--- src/rtl/sdx_pkg.sv ---
`timescale 1ns / 1ps
// ----------------------------------------------------------------------------
// sdx_pkg
// Shared types, constants and the letter code table of the soundex encoder.
// ----------------------------------------------------------------------------
package sdx_pkg;

  localparam int CHAR_W   = 8;
  localparam int LETTER_W = 7;
  localparam int CODE_W   = 3;
  localparam int KEPT_W   = 2;
  localparam int NUM_KEPT = 3;
  localparam int QDEPTH   = 2;
  localparam int QPTR_W   = (QDEPTH > 1) ? $clog2(QDEPTH) : 1;
  localparam int QCNT_W   = $clog2(QDEPTH + 1);

  localparam logic [CHAR_W-1:0]   ASCII_UP_A  = 8'h41;
  localparam logic [CHAR_W-1:0]   ASCII_UP_Z  = 8'h5A;
  localparam logic [CHAR_W-1:0]   ASCII_LOW_A = 8'h61;
  localparam logic [CHAR_W-1:0]   ASCII_LOW_Z = 8'h7A;
  localparam logic [CHAR_W-1:0]   CASE_OFFSET = 8'h20;
  localparam logic [CODE_W-1:0]   CODE_NONE   = 3'd7;
  localparam logic [CODE_W-1:0]   CODE_ZERO   = 3'd0;
  localparam logic [KEPT_W-1:0]   KEPT_FULL   = 2'(NUM_KEPT);

  // classified byte between front and back
  typedef struct packed {
    logic                is_letter;
    logic [LETTER_W-1:0] up;
    logic [CODE_W-1:0]   code;
    logic                last;
  } sdx_class_t;

  // result payload held in the output register
  typedef struct packed {
    logic                is_empty;
    logic [LETTER_W-1:0] lead_letter;
    logic [CODE_W-1:0]   digit_one;
    logic [CODE_W-1:0]   digit_two;
    logic [CODE_W-1:0]   digit_three;
  } sdx_result_t;

  // soundex class of an upper-case letter, index 0 is A
  function automatic logic [CODE_W-1:0] letter_code(input logic [4:0] idx);
    logic [CODE_W-1:0] c;
    begin
      unique case (idx)
        5'd1, 5'd5, 5'd15, 5'd21:                            c = 3'd1;
        5'd2, 5'd6, 5'd9, 5'd10, 5'd16, 5'd18, 5'd23, 5'd25: c = 3'd2;
        5'd3, 5'd19:                                         c = 3'd3;
        5'd11:                                               c = 3'd4;
        5'd12, 5'd13:                                        c = 3'd5;
        5'd17:                                               c = 3'd6;
        default:                                             c = CODE_ZERO;
      endcase
      return c;
    end
  endfunction

endpackage

--- src/rtl/sdx_in_if.sv ---
`timescale 1ns / 1ps
// ----------------------------------------------------------------------------
// sdx_in_if
// Input byte channel of the soundex encoder.
// ----------------------------------------------------------------------------
interface sdx_in_if;
  logic       valid;
  logic       ready;
  logic [7:0] char_in;
  logic       last_char;

  modport source (output valid, output char_in, output last_char, input ready);
  modport sink (input valid, input char_in, input last_char, output ready);
endinterface

--- src/rtl/sdx_out_if.sv ---
`timescale 1ns / 1ps
// ----------------------------------------------------------------------------
// sdx_out_if
// Result channel of the soundex encoder.
// ----------------------------------------------------------------------------
interface sdx_out_if;
  logic       valid;
  logic       ready;
  logic       is_empty;
  logic [6:0] lead_letter;
  logic [2:0] digit_one;
  logic [2:0] digit_two;
  logic [2:0] digit_three;

  modport source (output valid, output is_empty, output lead_letter, output digit_one,
                  output digit_two, output digit_three, input ready);
  modport sink (input valid, input is_empty, input lead_letter, input digit_one,
                input digit_two, input digit_three, output ready);
endinterface

--- src/rtl/sdx_front.sv ---
`timescale 1ns / 1ps
// ----------------------------------------------------------------------------
// sdx_front
// Accepts bytes, folds case and looks up the letter class.
// ----------------------------------------------------------------------------
module sdx_front
  import sdx_pkg::*;
(
  sdx_in_if.sink     in_ch,
  input  logic       q_ready,
  output logic       q_valid,
  output sdx_class_t q_item
);

  logic [CHAR_W-1:0] ch;
  logic              is_low;
  logic              is_up;
  logic [CHAR_W-1:0] folded;
  logic [CHAR_W-1:0] idx;

  always_comb begin
    ch     = in_ch.char_in;
    is_low = (ch >= ASCII_LOW_A) && (ch <= ASCII_LOW_Z);
    is_up  = (ch >= ASCII_UP_A) && (ch <= ASCII_UP_Z);
    folded = is_low ? (ch - CASE_OFFSET) : ch;
    idx    = folded - ASCII_UP_A;

    q_item.is_letter = is_low || is_up;
    q_item.up        = (is_low || is_up) ? folded[LETTER_W-1:0] : '0;
    q_item.code      = letter_code(idx[4:0]);
    q_item.last      = in_ch.last_char;
  end

  assign q_valid     = in_ch.valid;
  assign in_ch.ready = q_ready;

endmodule

--- src/rtl/sdx_queue.sv ---
`timescale 1ns / 1ps
// ----------------------------------------------------------------------------
// sdx_queue
// Short queue of classified bytes between front and back.
// ----------------------------------------------------------------------------
module sdx_queue
  import sdx_pkg::*;
(
  input  logic       clk,
  input  logic       rst_n,
  input  logic       push_valid,
  output logic       push_ready,
  input  sdx_class_t push_item,
  output logic       pop_valid,
  input  logic       pop_ready,
  output sdx_class_t pop_item
);

  sdx_class_t        mem_r [QDEPTH];
  logic [QPTR_W-1:0] wr_ptr_r, wr_ptr_nxt;
  logic [QPTR_W-1:0] rd_ptr_r, rd_ptr_nxt;
  logic [QCNT_W-1:0] count_r, count_nxt;
  logic              push;
  logic              pop;

  assign push_ready = (count_r < QCNT_W'(QDEPTH));
  assign pop_valid  = (count_r != '0);
  assign pop_item   = mem_r[rd_ptr_r];
  assign push       = push_valid && push_ready;
  assign pop        = pop_valid && pop_ready;

  always_comb begin
    wr_ptr_nxt = wr_ptr_r;
    rd_ptr_nxt = rd_ptr_r;
    count_nxt  = count_r;
    if (push) begin
      wr_ptr_nxt = (wr_ptr_r == QPTR_W'(QDEPTH - 1)) ? '0 : wr_ptr_r + 1'b1;
    end
    if (pop) begin
      rd_ptr_nxt = (rd_ptr_r == QPTR_W'(QDEPTH - 1)) ? '0 : rd_ptr_r + 1'b1;
    end
    if (push && !pop) begin
      count_nxt = count_r + 1'b1;
    end else if (pop && !push) begin
      count_nxt = count_r - 1'b1;
    end
  end

  always_ff @(posedge clk) begin
    if (!rst_n) begin
      wr_ptr_r <= '0;
      rd_ptr_r <= '0;
      count_r  <= '0;
    end else begin
      wr_ptr_r <= wr_ptr_nxt;
      rd_ptr_r <= rd_ptr_nxt;
      count_r  <= count_nxt;
    end
  end

  always_ff @(posedge clk) begin
    if (push) begin
      mem_r[wr_ptr_r] <= push_item;
    end
  end

endmodule

--- src/rtl/sdx_back.sv ---
`timescale 1ns / 1ps
// ----------------------------------------------------------------------------
// sdx_back
// Keeps the running code state and loads the result register on the last byte.
// ----------------------------------------------------------------------------
module sdx_back
  import sdx_pkg::*;
(
  input  logic       clk,
  input  logic       rst_n,
  input  logic       q_valid,
  output logic       q_ready,
  input  sdx_class_t q_item,
  sdx_out_if.source  out_ch
);

  logic                have_letter_r, have_letter_nxt;
  logic [LETTER_W-1:0] first_letter_r, first_letter_nxt;
  logic [CODE_W-1:0]   prior_code_r, prior_code_nxt;
  logic [KEPT_W-1:0]   digits_kept_r, digits_kept_nxt;
  logic [CODE_W-1:0]   kept_r [NUM_KEPT];
  logic [CODE_W-1:0]   kept_nxt [NUM_KEPT];
  logic                out_valid_r, out_valid_nxt;
  sdx_result_t         result_r, result_nxt;
  logic                out_free;
  logic                pop;
  logic                emit;

  assign out_free = !out_valid_r || out_ch.ready;
  assign q_ready  = !q_item.last || out_free;
  assign pop      = q_valid && q_ready;
  assign emit     = pop && q_item.last;

  always_comb begin
    have_letter_nxt  = have_letter_r;
    first_letter_nxt = first_letter_r;
    prior_code_nxt   = prior_code_r;
    digits_kept_nxt  = digits_kept_r;
    kept_nxt         = kept_r;
    out_valid_nxt    = out_valid_r && !out_ch.ready;
    result_nxt       = result_r;

    if (pop && q_item.is_letter) begin
      if (!have_letter_r) begin
        have_letter_nxt  = 1'b1;
        first_letter_nxt = q_item.up;
      end else if (q_item.code != prior_code_r) begin
        prior_code_nxt = q_item.code;
        if (q_item.code != CODE_ZERO && digits_kept_r < KEPT_FULL) begin
          for (int i = 0; i < NUM_KEPT; i++) begin
            if (digits_kept_r == KEPT_W'(i)) begin
              kept_nxt[i] = q_item.code;
            end
          end
          digits_kept_nxt = digits_kept_r + 1'b1;
        end
      end
    end

    if (emit) begin
      out_valid_nxt = 1'b1;
      if (!have_letter_nxt) begin
        result_nxt = '0;
        result_nxt.is_empty = 1'b1;
      end else begin
        result_nxt.is_empty    = 1'b0;
        result_nxt.lead_letter = first_letter_nxt;
        result_nxt.digit_one   = kept_nxt[0];
        result_nxt.digit_two   = kept_nxt[1];
        result_nxt.digit_three = kept_nxt[2];
      end
      have_letter_nxt  = 1'b0;
      first_letter_nxt = '0;
      prior_code_nxt   = CODE_NONE;
      digits_kept_nxt  = '0;
      for (int i = 0; i < NUM_KEPT; i++) begin
        kept_nxt[i] = CODE_ZERO;
      end
    end
  end

  always_ff @(posedge clk) begin
    if (!rst_n) begin
      have_letter_r  <= 1'b0;
      first_letter_r <= '0;
      prior_code_r   <= CODE_NONE;
      digits_kept_r  <= '0;
      for (int i = 0; i < NUM_KEPT; i++) begin
        kept_r[i] <= CODE_ZERO;
      end
      out_valid_r    <= 1'b0;
    end else begin
      have_letter_r  <= have_letter_nxt;
      first_letter_r <= first_letter_nxt;
      prior_code_r   <= prior_code_nxt;
      digits_kept_r  <= digits_kept_nxt;
      kept_r         <= kept_nxt;
      out_valid_r    <= out_valid_nxt;
    end
  end

  always_ff @(posedge clk) begin
    result_r <= result_nxt;
  end

  assign out_ch.valid       = out_valid_r;
  assign out_ch.is_empty    = result_r.is_empty;
  assign out_ch.lead_letter = result_r.lead_letter;
  assign out_ch.digit_one   = result_r.digit_one;
  assign out_ch.digit_two   = result_r.digit_two;
  assign out_ch.digit_three = result_r.digit_three;

endmodule

--- src/rtl/soundex_encoder_core.sv ---
`timescale 1ns / 1ps
// ----------------------------------------------------------------------------
// soundex_encoder_core
// Streaming soundex encoder, one string byte per transfer.
// ----------------------------------------------------------------------------
// The block takes one byte per cycle while the queue has room, and gives one
// result per string on the byte marked last: the first letter and three class
// digits, or is_empty when the string held no letters. A byte is classified
// on entry and written to a two-entry queue; the back end drains one entry per
// cycle, so the sustained rate is one byte per clock, unless a result waits on
// a stalled output. A result waits in the output register; a stalled output
// holds only a last byte, and the queue keeps taking input until it is full.
module soundex_encoder_core
  import sdx_pkg::*;
(
  input logic       clk,
  input logic       rst_n,
  sdx_in_if.sink    in_ch,
  sdx_out_if.source out_ch
);

  logic       front_valid;
  logic       front_ready;
  sdx_class_t front_item;
  logic       back_valid;
  logic       back_ready;
  sdx_class_t back_item;

  sdx_front u_front (
    .in_ch   (in_ch),
    .q_ready (front_ready),
    .q_valid (front_valid),
    .q_item  (front_item)
  );

  sdx_queue u_queue (
    .clk        (clk),
    .rst_n      (rst_n),
    .push_valid (front_valid),
    .push_ready (front_ready),
    .push_item  (front_item),
    .pop_valid  (back_valid),
    .pop_ready  (back_ready),
    .pop_item   (back_item)
  );

  sdx_back u_back (
    .clk     (clk),
    .rst_n   (rst_n),
    .q_valid (back_valid),
    .q_ready (back_ready),
    .q_item  (back_item),
    .out_ch  (out_ch)
  );

endmodule
--- src/flat_wrapper.sv ---
// flat-port wrapper written by rule: the top's interface ports become plain ports
module soundex_encoder_core_flat import sdx_pkg::*;
  (clk, rst_n, in_ch_valid, in_ch_char_in, in_ch_last_char, in_ch_ready, out_ch_valid, out_ch_is_empty, out_ch_lead_letter, out_ch_digit_one, out_ch_digit_two, out_ch_digit_three, out_ch_ready);
  sdx_in_if in_ch_i ();
  sdx_out_if out_ch_i ();
  input logic clk;
  input logic rst_n;
  input wire logic [$bits(in_ch_i.valid)-1:0] in_ch_valid;
  input wire logic [$bits(in_ch_i.char_in)-1:0] in_ch_char_in;
  input wire logic [$bits(in_ch_i.last_char)-1:0] in_ch_last_char;
  output wire logic [$bits(in_ch_i.ready)-1:0] in_ch_ready;
  output wire logic [$bits(out_ch_i.valid)-1:0] out_ch_valid;
  output wire logic [$bits(out_ch_i.is_empty)-1:0] out_ch_is_empty;
  output wire logic [$bits(out_ch_i.lead_letter)-1:0] out_ch_lead_letter;
  output wire logic [$bits(out_ch_i.digit_one)-1:0] out_ch_digit_one;
  output wire logic [$bits(out_ch_i.digit_two)-1:0] out_ch_digit_two;
  output wire logic [$bits(out_ch_i.digit_three)-1:0] out_ch_digit_three;
  input wire logic [$bits(out_ch_i.ready)-1:0] out_ch_ready;
  assign in_ch_i.valid = in_ch_valid;
  assign in_ch_i.char_in = in_ch_char_in;
  assign in_ch_i.last_char = in_ch_last_char;
  assign in_ch_ready = in_ch_i.ready;
  assign out_ch_valid = out_ch_i.valid;
  assign out_ch_is_empty = out_ch_i.is_empty;
  assign out_ch_lead_letter = out_ch_i.lead_letter;
  assign out_ch_digit_one = out_ch_i.digit_one;
  assign out_ch_digit_two = out_ch_i.digit_two;
  assign out_ch_digit_three = out_ch_i.digit_three;
  assign out_ch_i.ready = out_ch_ready;
  soundex_encoder_core u_core (.clk(clk), .rst_n(rst_n), .in_ch(in_ch_i), .out_ch(out_ch_i));
endmodule
--- config.mk ---
export PLATFORM = sky130hd
export DESIGN_NAME = soundex_encoder_core_flat
export DESIGN_NICKNAME = d
export VERILOG_FILES = /design/src/rtl/sdx_pkg.sv /design/src/rtl/sdx_in_if.sv /design/src/rtl/sdx_out_if.sv /design/src/rtl/sdx_front.sv /design/src/rtl/sdx_queue.sv /design/src/rtl/sdx_back.sv /design/src/rtl/soundex_encoder_core.sv /design/src/flat_wrapper.sv
export SDC_FILE = /design/constraint.sdc
export NUM_CORES = 1
export LEC_CHECK = 0
export BUFFER_PORTS_ARGS = -buffer_cell sky130_fd_sc_hd__buf_2
export CAP_MARGIN = 20
export CORE_MARGIN = 2
export CORE_UTILIZATION = 40
export DETAILED_ROUTE_END_ITERATION = 7
export PLACE_DENSITY_LB_ADDON = 0.25
export SLEW_MARGIN = 5
export SYNTH_ARGS = -nofsm -noshare
export SYNTH_HDL_FRONTEND = slang
export SYNTH_SLANG_ARGS = --single-unit
--- constraint.sdc ---
create_clock -name clk -period 2.6 [get_ports clk]
set_input_delay 0.26 -clock clk [delete_from_list [all_inputs] [get_ports clk]]
set_output_delay 0.26 -clock clk [all_outputs]
set_load 0.01 [all_outputs]
==> metrics.md, run 1 <==
| Metric | Value |
|---|---|
| Synth Register Bits | `69` |
| Worst hold path type | `in2reg` |
| All-Layer GR Usage | `0.143` |
| Max incr delay on CP | `0.54 ns` |
| Post-route insts no fill | `426` |
| Final hold violation count | `0` |
| Status | `finished, final reports clean` |
| Arrival time at the worst endpoint | `2.41 ns` |
| Io pins | `32` |
| Placed insts | `410` |
| Post-CTS resize count | `0` |
| Slew Limit Fails | `0` |
| Area of the multi-input gates | `1400 um^2` |
| Nets | `345` |
| Area grow syn2layout | `15.1%` |
| Worst-margin pin slew | `0.786 ns` |
| Top post-synthesis cells by count | `edfxtp_1, nand2_1, mux2i_1` |
| WP data required | `2.66 ns` |
| Cell Area, Placed | `3590 um^2` |
| Clock Sinks | `69` |
| TNS Setup | `0 ns` |
| Initial core utilization | `0.418` |
| CP Buf/Inv Count | `0` |
| Detailed-route DRC error count | `0` |
| Sequential element share of the synthesized area | `0.548` |
| Number of global-route vias before repair | `2047` |
| MaxCap Viol Count | `0` |
| Clock Tree Buf Depth | `2` |
| Cts hold-fix bufs | `0` |
| CP top delay family | `compound AO/OA/AOI/OAI gates` |
| Die width | `94.4 um` |
| Setup-failing EPs final | `0` |
| Final wirelength | `5.68 mm` |
| Slowest-stage cell, CP | `dfxtp_1` |
| Syn Area/Cell | `11.9 um^2` |
| Drt via density | `5.00` |
| Power Dens Cells | `864 nW/um^2` |
| Area contributors post-synth | `edfxtp_1, dfxtp_1, mux2i_1, ha_1, nand2_1` |
| Storage cell area | `1790 um^2` |
| Share of cells above drive strength 1 | `0.210` |
| Predominant post-synthesis flop cell | `edfxtp_1` |
| Clock Tree Root | `clkbuf_8` |
| Post-layout min period | `2.34 ns` |
| Number of post-CTS setup repair buffers | `0` |
| Worst-path clk slew | `0.07 ns` |
| Die footprint | `8910 um^2` |
| Syn Nets | `300` |
| FMAX | `0.427 GHz` |
| Worst-path cell chain | `mux2_4, a2111oi_4, o311ai_4, nor3b_4, mux2i_1` |
| GP Congestion | `0.764` |
| First-pass GRT wire length | `9.69 mm` |
| Crit start category | `flop` |
| Post-synth top area share | `0.377` |
| Detailed-route via count | `2128` |
| Max_slew headroom | `0.475` |
| Worst setup EP type | `flop` |
| Vert. Die Dim | `94.4 um` |
| Final clock skew | `0.0124 ns` |
| Area leader, netlist | `edfxtp_1` |
| Crit path kind | `reg2reg` |
| Fill cells | `731` |
| Yosys warns | `0` |
| Hpwl dp | `4.17 mm` |
| Period utilization | `0.901` |
| GRT Residual Overflow | `0` |
| Antenna violations before repair | `0` |
| Core Rows | `32` |
| HP Start | `in_ch_last_char` |
| P_leak | `1.35 nW` |
| WL/cell | `13.3 um` |
| CTS buffer count | `9` |
| Post-synthesis async set-or-reset flop share | `0` |
| Count of cell types in the netlist | `47` |
| Mapped cell area | `3270 um^2` |
| H-tree levels | `3` |
| Core Footprint | `7810 um^2` |
| ANT nets after route | `0` |
| Post-synthesis cell count | `274` |
| Worst-skew pair later-pin latency | `0.34 ns` |
| PortBufs | `31` |
| Fin area | `3760 um^2` |
| Diodes inserted | `0` |
| Detailed Route Iter0 Violations | `60` |
| EDFF count, synth | `41` |
| DR pass1 iterations | `4` |
| Critical path peak fanout | `8` |
| TritonCTS clock tree | `done` |
| Top-count cell post-synth | `edfxtp_1` |
| Peak supply drop | `0.215 mV` |
| Pin count of the biggest net entering global routing | `18` |
| RSZ-0062 raised after global routing | `false` |
[cells by family after synthesis]
group / count (synthesis) / share of synthesized area
simple gates: 86 / 0.134
buf+inv: 18 / 0.0249
compound gates: 45 / 0.111
mux: 35 / 0.110
flops: 69 / 0.548
fa+ha+maj: 13 / 0.0498
xor+xnor: 8 / 0.0214
[report_power, final]
part | internal (W) | total, W | switching [W]
Clock | 0.000371 | 0.000749 | 0.000378
Combinational | 0.000379 | 0.000980 | 0.000601
Sequential | 0.00142 | 0.00152 | 0.000105
[state kept, by name (all words and copies together) (netlist names), 2 cells and up, named ones only]
| register | flops |
|---|---|
| u_core.u_queue.mem_r | 24 |
| u_core.u_back.kept_r | 9 |
| u_core.u_back.first_letter_r | 7 |
| u_core.u_back.out_ch.lead_letter | 7 |
| u_core.u_back.out_ch.digit_one | 3 |
| u_core.u_back.out_ch.digit_three | 3 |
| u_core.u_back.out_ch.digit_two | 3 |
| u_core.u_back.prior_code_r | 3 |
| u_core.u_back.digits_kept_r | 2 |
| u_core.u_queue.count_r | 2 |
[routing by layer]
layer	up-vias	GRT usage	routed length, um
met3	8	0.0359	196
met1	986	0.175	2620
met2	49	0.235	2770
met4	0	0.0725	91
li1	1085	-	-
met5	-	0	0
[per-stage QoR]
| step | util | hold slack (ns) | setup slack (ns) | total power (W) |
|---|---|---|---|---|
| global placement | 0.460 | 0.445 | 0.312 | 0.00252 |
| finish | 0.482 | 0.119 | 0.257 | 0.00325 |
| detailed placement | 0.460 | 0.449 | 0.270 | 0.00254 |
| global route | 0.482 | 0.0985 | 0.121 | 0.00348 |
| floorplan | - | 0.359 | 0.488 | 0.00223 |
| CTS | 0.482 | 0.0973 | 0.247 | 0.00330 |
[worst register-to-register path: stages (launching register included)]
cell	delay (ns)
dfxtp_1	0.54
mux2_4	0.36
a2111oi_4	0.35
o311ai_4	0.24
nor3b_4	0.45
mux2i_1	0.14
[cells in the final DEF, fill, tap and decap left out, types with 3 or more instances in the layout]
cell	instances
xnor2_1	6
nor2_1	15
inv_1	11
and2_1	9
a211oi_1	8
a21oi_1	3
clkbuf_8	10
buf_2	31
nor3_1	3
nor3b_4	3
buf_4	10
o21a_1	3
mux2_2	3
o21ai_0	11
nor2b_1	5
dfxtp_1	28
ha_1	13
nand2_1	40
edfxtp_1	41
mux2i_1	31
o211ai_1	4
[final timing paths]
check	endpoint	slack (ns)	cells after the start
hold reg to reg	u_core.u_back.kept_r[6]	0.46	2
hold / removal	u_core.u_queue.mem_r[0][0]	0.12	1
setup reg to reg	u_core.u_back.out_ch.digit_one[1]	0.26	5
setup / recovery	u_core.u_back.out_ch.digit_one[1]	0.26	5
[layout make-up]
class,instances,area share
clock buffer,12,0.0386
clock inverter,4,0.00699
inverter,11,0.0110
multi-input combinational,187,0.372
sequential,69,0.476
tap,102,0.0339
timing repair buffer,41,0.0612
(Power assumes the default switching activity.)
==> run 2: changes to the inputs <==
--- a/config.mk
+++ b/config.mk
@@ -7,7 +7,7 @@
 export LEC_CHECK = 0
 export BUFFER_PORTS_ARGS = -buffer_cell sky130_fd_sc_hd__buf_2
 export CAP_MARGIN = 20
-export CORE_MARGIN = 2
+export CORE_MARGIN = 1
 export CORE_UTILIZATION = 40
 export DETAILED_ROUTE_END_ITERATION = 7
 export PLACE_DENSITY_LB_ADDON = 0.25
==> run 2 against run 1 <==
Net effect: critical endpoint is now u_core.u_back.out_ch.digit_one[2]; sequential cell count unchanged; first-iteration DRC count increased by 12%; total power about the same; routed wire length about the same; register-to-register slack got worse by 0.07 ns; largest power group unchanged; worst hold slack lost 0.00092 ns.
==> metrics.md, run 2 (synthesized netlist as in run 1, its figures left out) <==
| Metric | Value |
|---|---|
| Final wirelength | `5.68 mm (about the same)` |
| Pin count of the biggest net entering global routing | `18 (unchanged)` |
| RSZ-0062 raised after global routing | `false` |
| Period utilization | `0.929 (+0.0279)` |
| Area grow syn2layout | `15.4%` |
| Share of cells above drive strength 1 | `0.218 (+0.00791)` |
| Number of global-route vias before repair | `2125 (+3.8%)` |
| Drt via density | `4.97 (-0.51%)` |
| Hold slack | `0.118 ns (-0.000916 ns)` |
| Clock Tree Buf Depth | `2 (unchanged)` |
| First-pass GRT wire length | `9.86 mm (+1.8%)` |
| Power Dens Cells | `861 nW/um^2 (-0.34%)` |
| Die footprint | `8530 um^2 (-4.2%)` |
| Largest regs | `u_core.u_queue.mem_r: 24 flops, u_core.u_back.kept_r: 9 flops` |
| Core Rows | `32 (unchanged)` |
| Diodes inserted | `0 (unchanged)` |
| Worst-margin pin slew | `0.764 ns (-0.0216 ns)` |
| Worst hold path type | `in2reg` |
| DR pass1 iterations | `4 (unchanged)` |
| Internal reg-to-reg setup slack | `0.18 ns (-0.07 ns)` |
| Clock Tree Root | `clkbuf_8` |
| Post-route insts no fill | `428 (+0.47%)` |
| Status | `finished, final reports clean` |
| Largest Register | `u_core.u_queue.mem_r` |
| FMAX | `0.414 GHz (-3.0%)` |
| Arrival time at the worst endpoint | `2.51 ns (+0.10 ns)` |
| Commonest non-fill, non-tap cell in the layout | `edfxtp_1` |
| Final clock skew | `0.00481 ns (-0.00763 ns)` |
| Critical path peak fanout | `11 (+3)` |
| Worst-path clk slew | `0.07 ns (about the same)` |
| Worst r2r path cells | `7 (+2)` |
| Number of post-CTS setup repair buffers | `0 (unchanged)` |
| Detailed Route Iter0 Violations | `67 (+12%)` |
| Most frequent cells in the layout | `edfxtp_1, nand2_1, mux2i_1, buf_2, dfxtp_1` |
| Hold Path Depth | `1 (unchanged)` |
| Core Footprint | `7810 um^2 (unchanged)` |
| Hold Path Sink | `u_core.u_queue.mem_r[1][0]` |
| GP Congestion | `0.814 (+6.6%)` |
| Antenna violations before repair | `0 (unchanged)` |
| Storage cell area | `1790 um^2 (unchanged)` |
| MaxCap Viol Count | `0 (unchanged)` |
| Detailed-route via count | `2127 (-0.047%)` |
| Detailed-route DRC error count | `0 (unchanged)` |
| Initial core utilization | `0.418 (unchanged)` |
| Peak supply drop | `0.269 mV (+25%)` |
| Clock Sinks | `69 (unchanged)` |
| WL/cell | `13.3 um (-0.45%)` |
| Nets | `347 (+0.58%)` |
| P_leak | `1.36 nW (+0.51%)` |
| ANT nets after route | `0 (unchanged)` |
| Setup-failing EPs final | `0 (unchanged)` |
| Hpwl dp | `4.13 mm (-0.94%)` |
| Placed insts | `412 (+0.49%)` |
| Final setup margin | `0.185 ns (-0.0725 ns)` |
| Final hold violation count | `0 (unchanged)` |
| Fill cells | `710 (-2.9%)` |
| Io pins | `32 (unchanged)` |
| Worst setup EP type | `flop` |
| Slew Limit Fails | `0 (unchanged)` |
| Worst-skew pair later-pin latency | `0.34 ns (about the same)` |
| H-tree levels | `3 (unchanged)` |
| GRT Residual Overflow | `0 (unchanged)` |
| Max_slew headroom | `0.490 (+0.0144)` |
| Pre-CTS WS | `0.206 ns (-0.0636 ns)` |
| Crit path kind | `reg2reg` |
| CTS buffer count | `9 (unchanged)` |
| PortBufs | `31 (unchanged)` |
| HP Start | `in_ch_last_char` |
| Post-CTS resize count | `0 (unchanged)` |
| Die width | `92.4 um (-2.1%)` |
| Worst r2r dst | `u_core.u_back.out_ch.digit_one[2]` |
| Cts hold-fix bufs | `0 (unchanged)` |
| Fin util | `0.483 (+0.00128)` |
| Post-layout min period | `2.42 ns (+0.0725 ns)` |
| Crit start category | `flop` |
| TNS Setup | `0 ns (unchanged)` |
| TritonCTS clock tree | `done` |
| Vert. Die Dim | `92.4 um (-2.1%)` |
| Area of the multi-input gates | `1400 um^2 (unchanged)` |
| All-Layer GR Usage | `0.151 (+0.00777)` |
| Max FFs per register | `24 (unchanged)` |
| WP data required | `2.69 ns (+0.03 ns)` |
[run 2: changes by cell type in the layout (fill, tap and decap cells not counted), sizes merged]
cell / previous run / this run
clkinv: 3 / 5
clkbuf: 12 / 9
clkinvlp: 1 / 2
buf: 41 / 43
[run 2: report_power, final]
group	internal [W]	switching [W]	leakage [nW]
Combinational	0.000387	0.000613	0.654
Sequential	0.00142	0.0000955	0.619
Clock	0.000338	0.000398	0.0824
[run 2: worst max-delay path by stage]
stage	start	to	slack (ns)
global placement	flop	u_core.u_back.out_ch.digit_two[1]	0.31
floorplan	flop	u_core.u_back.kept_r[0]	0.49
finish	flop	u_core.u_back.out_ch.digit_one[2]	0.18
global route	flop	u_core.u_back.out_ch.digit_one[2]	0.05
detailed placement	flop	u_core.u_back.out_ch.digit_one[2]	0.21
CTS	flop	u_core.u_back.out_ch.digit_one[2]	0.16
[run 2: critical path, stage by stage (launching register included)]
cell and delay, ns:
dfxtp_1 0.55, buf_4 0.29, mux2i_1 0.33, nand2b_1 0.15, o31ai_4 0.43, nor3b_4 0.11, buf_4 0.18, mux2i_1 0.12
[run 2: layout make-up]
cell class                 count  area share
clock buffer                   9      0.0328
inverter                      11      0.0109
clock inverter                 7      0.0113
timing repair buffer          43      0.0650
multi-input combinational    187       0.371
tap                          102      0.0338
sequential                    69       0.475
[run 2: through the flow]
stage | cell area, um^2 | power (W)
3_3_place_gp | 3600 | 0.00253
6_report | 3770 | 0.00325
5_1_grt | 3770 | 0.00346
2_1_floorplan | 3270 | 0.00223
4_1_cts | 3770 | 0.00329
3_5_place_dp | 3600 | 0.00255
[run 2: routing by layer]
layer / routed length, um / vias to the layer above / track usage
li1: - / 1085 / -
met1: 2600 / 982 / 0.187
met2: 2680 / 45 / 0.243
met3: 214 / 15 / 0.0304
met4: 180 / 0 / 0.0885
met5: 0 / - / 0
